`src/oiq_pkg.sv`:
```
// Shared types and constants for the ordered issue queue.
// No dependencies.
`timescale 1ns / 1ps

package oiq_pkg;

    localparam int QUEUE_DEPTH = 16;
    localparam int CNT_W       = $clog2(QUEUE_DEPTH + 1);
    localparam int OUT_W       = 5;

    localparam logic [1:0] FUNC_ENQ    = 2'd0;
    localparam logic [1:0] FUNC_REMOVE = 2'd1;
    localparam logic [1:0] FUNC_SQUASH = 2'd2;

    typedef struct packed {
        logic [1:0]  func;
        logic [15:0] instr_addr;
        logic [3:0]  tag;
    } cmd_t;

    typedef struct packed {
        logic             done_res;
        logic [OUT_W-1:0] removed;
        logic [OUT_W-1:0] occupancy;
        logic             is_full;
        logic             is_empty;
    } result_t;

    typedef struct packed {
        logic [15:0] instr_addr;
        logic [3:0]  tag;
    } entry_t;

    typedef struct packed {
        logic        shift;
        logic        by_addr;
        logic [15:0] key_addr;
        logic [3:0]  key_tag;
    } cell_ctl_t;

endpackage

```
`src/oiq_cell.sv`:
```
// One queue slot: holds an entry, compares it against the key and collapses
// from its upper neighbour once a deletion lies at or below it. Uses oiq_pkg.
`timescale 1ns / 1ps

module oiq_cell
(
    input  logic               clk,
    input  oiq_pkg::cell_ctl_t ctl,
    input  logic               live,
    input  logic               wr,
    input  oiq_pkg::entry_t    wdata,
    input  logic               hit_in,
    input  oiq_pkg::entry_t    up_entry,
    output logic               hit_out,
    output oiq_pkg::entry_t    entry
);

    oiq_pkg::entry_t entry_reg;
    oiq_pkg::entry_t entry_next;
    logic            match;

    always_comb
    begin
        if (ctl.by_addr)
        begin
            match = live && (entry_reg.instr_addr == ctl.key_addr);
        end
        else
        begin
            match = live && (entry_reg.tag == ctl.key_tag);
        end
    end

    // first hit only: the chain carries "deleted at or below"
    assign hit_out = hit_in || match;

    always_comb
    begin
        priority if (wr)
        begin
            entry_next = wdata;
        end
        else if (ctl.shift && hit_out)
        begin
            entry_next = up_entry;
        end
        else
        begin
            entry_next = entry_reg;
        end
    end

    always_ff @(posedge clk)
    begin
        entry_reg <= entry_next;
    end

    assign entry = entry_reg;

endmodule

```
`src/ordered_issue_queue_with_squash.sv`:
```
// Top level of the ordered issue queue: control, counters and the cell row.
// Uses oiq_pkg and oiq_cell.
`timescale 1ns / 1ps

// Command port: a command is taken when start is high and busy is low. Its
// result is registered onto result, marked by done for exactly one cycle;
// there is no back-pressure, so capture it then. Enqueue, remove and
// unknown codes never raise busy. Squash collapses one matching entry per
// cycle through the cell row and holds busy meanwhile, until no entry matches.
module ordered_issue_queue_with_squash
(
    input  logic             clk,
    input  logic             rst_n,
    input  logic             start,
    input  oiq_pkg::cmd_t    cmd,
    output logic             busy,
    output logic             done,
    output oiq_pkg::result_t result
);

    typedef enum logic
    {
        ST_IDLE,
        ST_SQUASH
    } state_t;

    localparam int D = oiq_pkg::QUEUE_DEPTH;
    localparam int W = oiq_pkg::CNT_W;

    state_t                 state_reg, state_next;
    logic [W-1:0]           count_reg, count_next;
    logic [W-1:0]           rcnt_reg, rcnt_next;
    logic [3:0]             key_reg, key_next;
    logic                   done_reg, done_next;
    oiq_pkg::result_t       result_reg, result_next;

    oiq_pkg::cell_ctl_t     ctl;
    oiq_pkg::entry_t        wdata;
    oiq_pkg::entry_t        cell_entry [D];
    logic [D:0]             hit;
    logic                   any_hit;
    logic                   enq_go;
    logic                   emit_ok;
    logic [W-1:0]           emit_rm;

    assign wdata.instr_addr = cmd.instr_addr;
    assign wdata.tag        = cmd.tag;
    assign hit[0]           = 1'b0;
    assign any_hit          = hit[D];

    for (genvar i = 0; i < D; i++)
    begin : g_cell
        logic            live;
        logic            wr;
        oiq_pkg::entry_t up;

        assign live = (W'(i) < count_reg);
        assign wr   = enq_go && (count_reg == W'(i));

        if (i == D - 1)
        begin : g_last
            assign up = cell_entry[i];
        end
        else
        begin : g_mid
            assign up = cell_entry[i+1];
        end

        oiq_cell u_cell
        (
            .clk      (clk),
            .ctl      (ctl),
            .live     (live),
            .wr       (wr),
            .wdata    (wdata),
            .hit_in   (hit[i]),
            .up_entry (up),
            .hit_out  (hit[i+1]),
            .entry    (cell_entry[i])
        );
    end

    always_comb
    begin
        ctl.shift    = 1'b0;
        ctl.by_addr  = 1'b0;
        ctl.key_addr = cmd.instr_addr;
        ctl.key_tag  = cmd.tag;
        enq_go       = 1'b0;
        emit_ok      = 1'b0;
        emit_rm      = '0;
        state_next   = state_reg;
        count_next   = count_reg;
        rcnt_next    = rcnt_reg;
        key_next     = key_reg;
        done_next    = 1'b0;

        unique case (state_reg)
            ST_IDLE:
            begin
                if (start)
                begin
                    done_next = 1'b1;
                    unique case (cmd.func)
                        oiq_pkg::FUNC_ENQ:
                        begin
                            enq_go  = (count_reg < W'(D));
                            emit_ok = enq_go;
                            if (enq_go)
                            begin
                                count_next = count_reg + W'(1);
                            end
                        end
                        oiq_pkg::FUNC_REMOVE:
                        begin
                            ctl.shift   = 1'b1;
                            ctl.by_addr = 1'b1;
                            emit_ok     = any_hit;
                            emit_rm     = W'(any_hit);
                            if (any_hit)
                            begin
                                count_next = count_reg - W'(1);
                            end
                        end
                        oiq_pkg::FUNC_SQUASH:
                        begin
                            ctl.shift = 1'b1;
                            key_next  = cmd.tag;
                            if (any_hit)
                            begin
                                count_next = count_reg - W'(1);
                                rcnt_next  = W'(1);
                                state_next = ST_SQUASH;
                                done_next  = 1'b0;
                            end
                        end
                        default:
                        begin
                            emit_ok = 1'b0;
                        end
                    endcase
                end
            end
            ST_SQUASH:
            begin
                ctl.shift   = 1'b1;
                ctl.key_tag = key_reg;
                if (any_hit)
                begin
                    count_next = count_reg - W'(1);
                    rcnt_next  = rcnt_reg + W'(1);
                end
                else
                begin
                    done_next  = 1'b1;
                    emit_ok    = 1'b1;
                    emit_rm    = rcnt_reg;
                    state_next = ST_IDLE;
                end
            end
            default:
            begin
                state_next = ST_IDLE;
            end
        endcase

        result_next.done_res  = emit_ok;
        result_next.removed   = oiq_pkg::OUT_W'(emit_rm);
        result_next.occupancy = oiq_pkg::OUT_W'(count_next);
        result_next.is_full   = (count_next == W'(D));
        result_next.is_empty  = (count_next == '0);
        if (!done_next)
        begin
            result_next = result_reg;
        end
    end

    always_ff @(posedge clk or negedge rst_n)
    begin
        if (!rst_n)
        begin
            state_reg  <= ST_IDLE;
            count_reg  <= '0;
            rcnt_reg   <= '0;
            key_reg    <= '0;
            done_reg   <= 1'b0;
            result_reg <= '0;
        end
        else
        begin
            state_reg  <= state_next;
            count_reg  <= count_next;
            rcnt_reg   <= rcnt_next;
            key_reg    <= key_next;
            done_reg   <= done_next;
            result_reg <= result_next;
        end
    end

    assign busy   = (state_reg == ST_SQUASH);
    assign done   = done_reg;
    assign result = result_reg;

endmodule

```
`config.mk`:
```
export PLATFORM = sky130hd
export DESIGN_NAME = ordered_issue_queue_with_squash
export DESIGN_NICKNAME = d
export VERILOG_FILES = /design/src/oiq_pkg.sv /design/src/oiq_cell.sv /design/src/ordered_issue_queue_with_squash.sv
export SDC_FILE = /design/constraint.sdc
export NUM_CORES = 1
export LEC_CHECK = 0
export ABC_AREA = 0
export BUFFER_PORTS_ARGS = -buffer_cell sky130_fd_sc_hd__buf_4
export CAP_MARGIN = 20
export CORE_MARGIN = 3
export CORE_UTILIZATION = 50
export CTS_CLUSTER_SIZE = 20
export DETAILED_ROUTE_END_ITERATION = 10
export PLACE_DENSITY = 0.66
export REMOVE_ABC_BUFFERS = 1
export SYNTH_ARGS = -nofsm -noshare
export SYNTH_HDL_FRONTEND = slang
export SYNTH_HIERARCHICAL = 1
export SYNTH_SLANG_ARGS = --single-unit
```
`constraint.sdc`:
```
create_clock -name clk -period 15.58 [get_ports clk]
set_input_delay 3.116 -clock clk [delete_from_list [all_inputs] [get_ports clk]]
set_output_delay 3.116 -clock clk [all_outputs]
set_load 0.05 [all_outputs]
```
==> metrics, run 1 <==
setup TNS=0 ns; Core Area=37840 sq um; vias in the first global route=11.79k; Startpoint Class=input port; Die W=202.4 um; Area Growth Syn to Fin=10.30%; TritonCTS Buffers=39; die footprint=40960 sq um; die span in y=202.4 um; CP max FO=18; placed insts=1873; # fillers=3164; CP required=16.04 ns; latest clock arrival within the worst-skew pair=0.53 ns; clk slew on worst S/H paths=0.05 ns; post-cts hold buffer count=0; Peak Freq=101.7 MHz; peak supply drop=0.0001045 V; final hold vios=0; pwr dens=188.5 nW/um^2; Placed Area=20050 sq um; Syn Area/Cell=14.20 sq um; overall fraction of global-route tracks in use=0.1935; Synth async-reset ratio=0.08309; share of the synthesized area in the top cell type=0.4983; Setup Crit Path Kind=in -> reg; CTS tree=yes; period utilization=0.6310; I/O Pins=40; Buf+Inv Stages, Crit Path=1; Final Cell Area=21270 sq um; Worst slew margin=0.2500; Initial Util=0.5096; CP arrival=10.29 ns; slowest stage cell, crit path=mux2_2; DRT iter0 DRCs=552; Root Driver=clkbuf_16; initial antenna violation count=0; fin cells=1944; delay-heaviest family, CP=compound AO/OA/AOI/OAI gates; status=complete, no violations; htree depth=2; Setup Skew=0.01788 ns; Seq/Total Area, Yosys=0.5359; post-cts sizing count=0; HPWL Detailed=27.30 mm; RSZ-0062 raised after global routing=no; max reg flops=320; # diodes=0; layout cell share with drive strength beyond 1=0.3301; FF+latch count, synth=349; DRT Pass-1 Iters=5; Mapped Area=19280 sq um; Final ANT Viol Nets=0; Yosys top cell by area=edfxtp_1; CTS Buffer Depth=3; Crit path largest cell delay=0.52 ns; first-pass GRT wire length=63.80 mm; Worst setup EP type=flop; post-synth cell types=53; Least-Margin Pin Slew=1.125 ns; Leak Pwr=7.331 nW; Tot Pwr=4.009 mW; total number of vias=11.04k; Vias/cell=5.676; Post-synth EDFFs=320; final wirelength=39.39 mm; Placement Rows=71; Mapped Cells=1358; Slew Limit Fails=0; Most used DFF post-synth=edfxtp_1; residual DRC count=0; Min-Delay Path Class=reg -> reg; Final min period=9.832 ns; largest net degree at the start of global routing=33; GPL Wtd Cong=0.8482; Ys Warns=6; routed len/inst=20.26 um; top post-synthesis cells by area=edfxtp_1, mux2_2, xor2_1; max-cap violations=0; Nets=1439; Overflow after GRT=0; final core utilization=0.5620; CTS sink cnt=349; final setup fails=0; Port Buffers=39; post-CTS setup buffers=0
==> metrics by stage <==
| step | hold slack (ns) | setup WS, ns |
|---|---|---|
| 2_1_floorplan | 0.4750 | 6.027 |
| 3_3_place_gp | 0.4704 | 5.496 |
| 3_5_place_dp | 0.4811 | 5.238 |
| 4_1_cts | 0.4937 | 5.792 |
| 5_1_grt | 0.5232 | 5.023 |
| 6_report | 0.4888 | 5.748 |
==> cell usage in the layout (no fill, tap or decap), drive strengths merged, types with 2 or more instances in the layout <==
cell type    n
and3         5
nand4       19
o211ai       2
nor3        21
clkbuf      53
a21o        16
nor3b       18
a31oi        2
bufinv       3
nand3       19
a32o         3
a41oi       16
inv         13
mux2       330
and2         7
clkinv      16
a22o         4
xnor2       68
o22ai        3
nor4        53
xor2       259
nand2b       2
dfrtp       29
and4         2
nand2       22
ha          11
buf         47
a21oi        7
o21ai       34
nor2        12
edfxtp     320
nor2b        3
==> layer usage <==
layer	vias to the layer above	routed length, um	GRT usage	share of wire
met4	0	1209	0.06360	0.031
li1	5205	-	-	-
met5	-	0	0	0
met1	5557	15980	0.2304	0.41
met2	189	20860	0.3594	0.53
met3	84	1328	0.02770	0.034
==> cells in the mapped netlist, types with 4 or more instances <==
master and count:
mux2_2 330, edfxtp_1 320, xor2_1 259, xnor2_1 68, nor4_1 36, buf_2 34, dfrtp_1 29, nand2_1 22
nor3_1 21, nand3_1 19, nand4_1 19, nor3b_1 18, nor4_2 17, o21ai_0 17, o21ai_2 17, a21o_1 16
a41oi_1 16, inv_1 12, nor2_1 12, ha_1 11, a21oi_1 7, and2_1 7, a22o_1 4, and3_1 4
==> logic make-up (layout without fill, tap and decap cells) <==
family / count (synthesis) / after routing / synth area share
multiplexers: 330 / 330 / 0.1927
adder cells (fa/ha/maj): 11 / 11 / 0.007137
buffers and inverters: 57 / 132 / 0.01603
other: 1 / 1 / 0.0001945
flip-flops: 349 / 349 / 0.5359
XOR/XNOR: 327 / 327 / 0.1485
AND/OR/NAND/NOR: 188 / 188 / 0.06235
AO/OA/AOI/OAI: 95 / 95 / 0.03711
==> area by class of cell <==
class	count	area (sq um)	share of cell area
sequential	349	10330	0.4859
multi-input combinational	952	8666	0.4074
clock inverter	18	152.6	0.007177
clock buffer	53	1071	0.05036
inverter	14	52.55	0.002471
tap	511	639.4	0.03006
timing repair buffer	47	352.8	0.01659
==> final timing paths <==
check / start / endpoint / slack [ns] / cells past startpoint
worst min register to register: result[6] / result[6] / 0.49 / 2
min in group asynchronous: rst_n / count_reg[3] / 2.51 / 1
worst min-delay path: result[6] / result[6] / 0.49 / 2
max in group asynchronous: rst_n / result[9] / 12.80 / 1
worst max register to register: busy / result[1] / 7.64 / 40
worst max-delay path: cmd[0] / result[1] / 5.75 / 41
==> report_power, final <==
part,internal [mW],switching [mW]
Sequential,1.60,0.280
Clock,0.530,0.354
Combinational,0.580,0.660
Total,2.71,1.29
==> tightest hold or removal path, delay by kind of cell (launching register included) <==
kind,cells,cell delay (ns)
DFF,1,0.35
AOI/OAI and AO/OA,1,0.06
and+or+nand+nor,1,0.05
Note: power is estimated with default switching activity, not from simulation.
==> run 2, diff against run 1 <==
- PLACE_DENSITY: 0.66 -> 0.68
- clock period: 15.58 -> 8.1 ns (I/O delays scaled with it)
==> metrics, run 2 (same netlist as run 1, synthesis figures left out) <==
first-pass GRT wire length=64.04 mm; CP arrival=8.05 ns; Final ANT Viol Nets=0; layout cell share with drive strength beyond 1=0.3576; latest clock arrival within the worst-skew pair=0.53 ns; TritonCTS Buffers=38; Initial Util=0.5096; die span in y=202.4 um; period utilization=0.9360; Peak Freq=131.9 MHz; GPL Wtd Cong=0.8974; routed len/inst=19.75 um; Final Cell Area=21700 sq um; pwr dens=357.7 nW/um^2; CTS Buffer Depth=3; die footprint=40960 sq um; R2R depth=42; Hold Path Cell Cnt=2; Placement Rows=71; htree depth=2; Setup Crit Path Kind=in -> reg; CTS tree=yes; Final min period=7.582 ns; final hold vios=0; Worst setup EP type=flop; Core Area=37840 sq um; commonest non-fill, non-tap cell in the layout=mux2_2; Min-Delay Path Class=reg -> reg; final wirelength=39.45 mm; Final WS setup=0.5185 ns; most frequent cells in the layout=mux2_2, edfxtp_1, xor2_1, buf_4, xnor2_1; Placed Area=20440 sq um; DRT Pass-1 Iters=4; Die W=202.4 um; Area Growth Syn to Fin=12.52%; vias in the first global route=11.75k; setup TNS=0 ns; Leak Pwr=7.578 nW; Least-Margin Pin Slew=1.116 ns; slowest stage cell, crit path=nor4_4; Multi-input gate area=8718 sq um; Slew Limit Fails=0; peak supply drop=0.0002122 V; max reg flops=320; Vias/cell=5.586; initial antenna violation count=0; HPWL Detailed=27.95 mm; largest net degree at the start of global routing=31; # fillers=3103; residual DRC count=0; Overflow after GRT=0; Worst slew margin=0.2557; fin cells=1997; Startpoint Class=input port; status=complete, no violations; I/O Pins=40; clk slew on worst S/H paths=0.06 ns; DRT iter0 DRCs=718; dpl ws=-0.2635 ns; max-cap violations=0; placed insts=1925; Root Driver=clkbuf_16; Tot Pwr=7.761 mW; Nets=1492; CP required=8.57 ns; Setup Skew=0.02157 ns; CTS sink cnt=349; Sequential Area=10330 sq um; final setup fails=0; Crit path largest cell delay=0.30 ns; CP max FO=9; overall fraction of global-route tracks in use=0.1942; Crit path top cell by count=o21ai_2; total number of vias=11.16k; Port Buffers=39
## run 2: changes by cell type in the layout (fill, tap and decap cells not counted)
cell,before,now
nor4_4,0,1
buf_4,47,99
a41oi_1,16,11
bufinv_16,3,2
o2bb2ai_1,1,0
clkbuf_16,41,39
a41oi_2,0,5
buf_16,0,2
o2bb2ai_2,0,1
diode_2,0,1
nor4_2,18,17
inv_6,0,1
## run 2: cell type report
type | count | area share
Inverter | 14 | 0.002422
Multi-Input combinational cell | 952 | 0.4018
Clock inverter | 18 | 0.006055
Clock buffer | 51 | 0.04705
Tap cell | 511 | 0.02947
Sequential cell | 349 | 0.4763
Timing Repair Buffer | 101 | 0.03679
Antenna cell | 1 | 0.0001153
## run 2: path summary, 6_finish.rpt
kind / start / to / slack (ns)
min in group asynchronous: rst_n / result[12] / 1.01
worst min-delay path: result[4] / result[4] / 0.49
worst max register to register: count_reg[1] / result[1] / 1.04
worst min register to register: result[4] / result[4] / 0.49
max in group asynchronous: rst_n / result[7] / 6.82
worst max-delay path: cmd[0] / result[1] / 0.52
## run 2: layer usage
metal,global-route usage,share of wire,up-vias
met2,0.3339,0.50,183
met3,0.02609,0.036,48
met4,0.05024,0.021,0
met1,0.2615,0.44,5610
met5,0,0,-
li1,-,-,5315
## run 2: what timing repair did
action	in CTS	in global routing
endpoints found under the setup margin	0	38
gates resized for setup	0	7
buffers inserted	0	0
hold buffers	0	0
## run 2: report_power, final
group / internal [mW] / switching (mW)
clock: 0.947 / 0.673
sequential: 3.09 / 0.461
combinational: 1.21 / 1.38
total: 5.24 / 2.52
## run 2: critical path, delay by kind of cell
family | cells | cell delay (ns)
buffers and inverters | 2 | 0.29
AOI/OAI and AO/OA | 35 | 5.17
muxes | 1 | 0.29
xor gates and xnor gates | 1 | 0.16
and+or+nand+nor | 3 | 0.48
## run 2: through the flow
step	utilization	hold WS (ns)
finish	0.5734	0.4943
global placement	0.5400	0.4670
detailed placement	0.5400	0.4815
floorplan	-	0.4750
global route	0.5733	0.5100
CTS	0.5705	0.4954
==> run 3, diff against run 2 <==
--- a/config.mk
+++ b/config.mk
@@ -9,9 +9,9 @@
 export BUFFER_PORTS_ARGS = -buffer_cell sky130_fd_sc_hd__buf_4
 export CAP_MARGIN = 20
+export CORE_ASPECT_RATIO = 1.75
 export CORE_MARGIN = 3
-export CORE_UTILIZATION = 50
+export CORE_UTILIZATION = 44
 export CTS_CLUSTER_SIZE = 20
 export DETAILED_ROUTE_END_ITERATION = 10
-export PLACE_DENSITY = 0.68
 export REMOVE_ABC_BUFFERS = 1
 export SYNTH_ARGS = -nofsm -noshare
==> constraint.sdc (replaced) <==
create_clock -name clk -period 8.1 [get_ports clk]
set_input_delay 0.81 -clock clk [delete_from_list [all_inputs] [get_ports clk]]
set_output_delay 0.81 -clock clk [all_outputs]
set_load 0.05 [all_outputs]
==> metrics, run 3 (same netlist as run 1, synthesis figures left out) <==
Crit path largest cell delay=0.49 ns; die footprint=46470 sq um; routed len/inst=20.68 um; CTS Buffer Depth=3; Port Buffers=39; Final ANT Viol Nets=0; Core Area=42920 sq um; commonest non-fill, non-tap cell in the layout=mux2_2; period utilization=0.9089; fin cells=2026; r2r startpoint=busy; placed insts=1959; most frequent cells in the layout=mux2_2, edfxtp_1, xor2_1, buf_4, xnor2_1; Worst setup EP type=flop; crit path from=busy; Min-Delay Path Class=in -> async; sw frac=0.3360; residual DRC count=0; internal reg-to-reg setup slack=0.74 ns; CP max FO=17; Setup Skew=0.02570 ns; Overflow after GRT=0; final setup fails=0; peak supply drop=0.0002109 V; first-pass GRT wire length=66.04 mm; latest clock arrival within the worst-skew pair=0.54 ns; CP arrival=7.82 ns; total number of vias=10.93k; final hold vios=0; Initial Util=0.4493; R2R depth=41; max reg flops=320; worst r2r dst=result[0]; largest net degree at the start of global routing=33; htree depth=2; Hold WS=0.2078 ns; Root Driver=clkbuf_16; CTS tree=yes; clk slew on worst S/H paths=0.07 ns; delay-heaviest family, CP=compound AO/OA/AOI/OAI gates; pwr dens=356.4 nW/um^2; CP required=8.56 ns; DRT iter0 DRCs=448; status=complete, no violations; dpl ws=0.3391 ns; initial antenna violation count=1; Comb power frac=0.335; TritonCTS Buffers=37; Nets=1473; Buf+Inv Stages, Crit Path=1; die span in y=282.9 um; slowest stage cell, crit path=dfrtp_1; Area Growth Syn to Fin=11.56%; Pint=5.091 mW; GPL Wtd Cong=0.8294; Setup Crit Path Kind=reg -> reg; post-CTS setup buffers=0; Least-Margin Pin Slew=1.028 ns; final wirelength=41.89 mm; Die W=164.3 um; Slew Limit Fails=0; vias in the first global route=12.15k; overall fraction of global-route tracks in use=0.1809; HPWL Detailed=31.10 mm; Placement Rows=100; power share of the sequential group=0.461; CTS sink cnt=349; # diodes=0; I/O Pins=40; setup TNS=0 ns; Startpoint Class=flop; max-cap violations=0; switching power=2.576 mW; Worst slew margin=0.3145; Leak Pwr=7.461 nW; DRT Pass-1 Iters=4; Peak Freq=135.8 MHz; Vias/cell=5.397; Final WS setup=0.7380 ns; layout cell share with drive strength beyond 1=0.3515; RSZ-0062 raised after global routing=no; clock share of power=0.205; Final min period=7.362 ns
-- run 3: cell types whose count changed in the layout (fill, tap and decap cells not counted), sizes merged --
cell | before | now
clkinvlp | 0 | 2
buf | 101 | 83
diode | 1 | 0
clkbuf | 51 | 43
inv | 14 | 16
clkinv | 16 | 20
bufinv | 2 | 0
-- run 3: through the flow --
stage	utilization	total power [mW]	cell area (sq um)
detailed placement	0.4753	6.157	20400
finish	0.5013	7.667	21510
global placement	0.4747	6.068	20370
global route	0.5013	8.127	21510
CTS	0.5009	7.760	21500
floorplan	-	5.361	19030
-- run 3: worst max path at each step --
stage,to,cells past startpoint
4_1_cts,result[0],41
2_1_floorplan,result[0],40
3_5_place_dp,result[1],41
6_report,result[0],41
5_1_grt,result[1],40
3_3_place_gp,result[1],41
-- run 3: worst register-to-register path, delay by kind of cell (launching register included) --
family                 cells  cell delay (ns)
XOR/XNOR                   1             0.12
AO/OA/AOI/OAI             34             5.49
AND/OR/NAND/NOR            5             0.93
flip-flops                 1             0.49
buffers and inverters      1             0.25
-- run 3: power by group through the flow --
| stage | combinational, mW | clock [mW] | sequential, mW |
|---|---|---|---|
| final | 2.56 | 1.57 | 3.53 |
| after global placement | 2.52 | 0 | 3.55 |
| after floorplan | 1.79 | 0 | 3.57 |
| after global routing | 2.81 | 1.69 | 3.63 |
| after detailed placement | 2.58 | 0 | 3.58 |
| after CTS | 2.59 | 1.63 | 3.55 |
-- run 3: timing repair --
item / in CTS / in global routing
setup endpoints to repair: 0 / 2
hold endpoints to repair: 0 / 0
resized for setup: 0 / 3
hold buffers: 0 / 0
-- run 3: cell type report --
class | instances | area [sq um]
timing repair buffer | 83 | 643.1
tap | 561 | 701.9
inverter | 14 | 52.55
clock buffer | 43 | 948.4
sequential | 349 | 10330
multi-input combinational | 952 | 8682
fill | 3757 | 21400
clock inverter | 24 | 148.9
-- run 3: per-layer routing --
layer | GRT usage | up-vias | wire length, um
met5 | 0 | - | 13
met4 | 0.04762 | 2 | 874
met3 | 0.02163 | 53 | 881
met2 | 0.3676 | 118 | 24850
met1 | 0.1888 | 5493 | 15280
li1 | - | 5268 | -
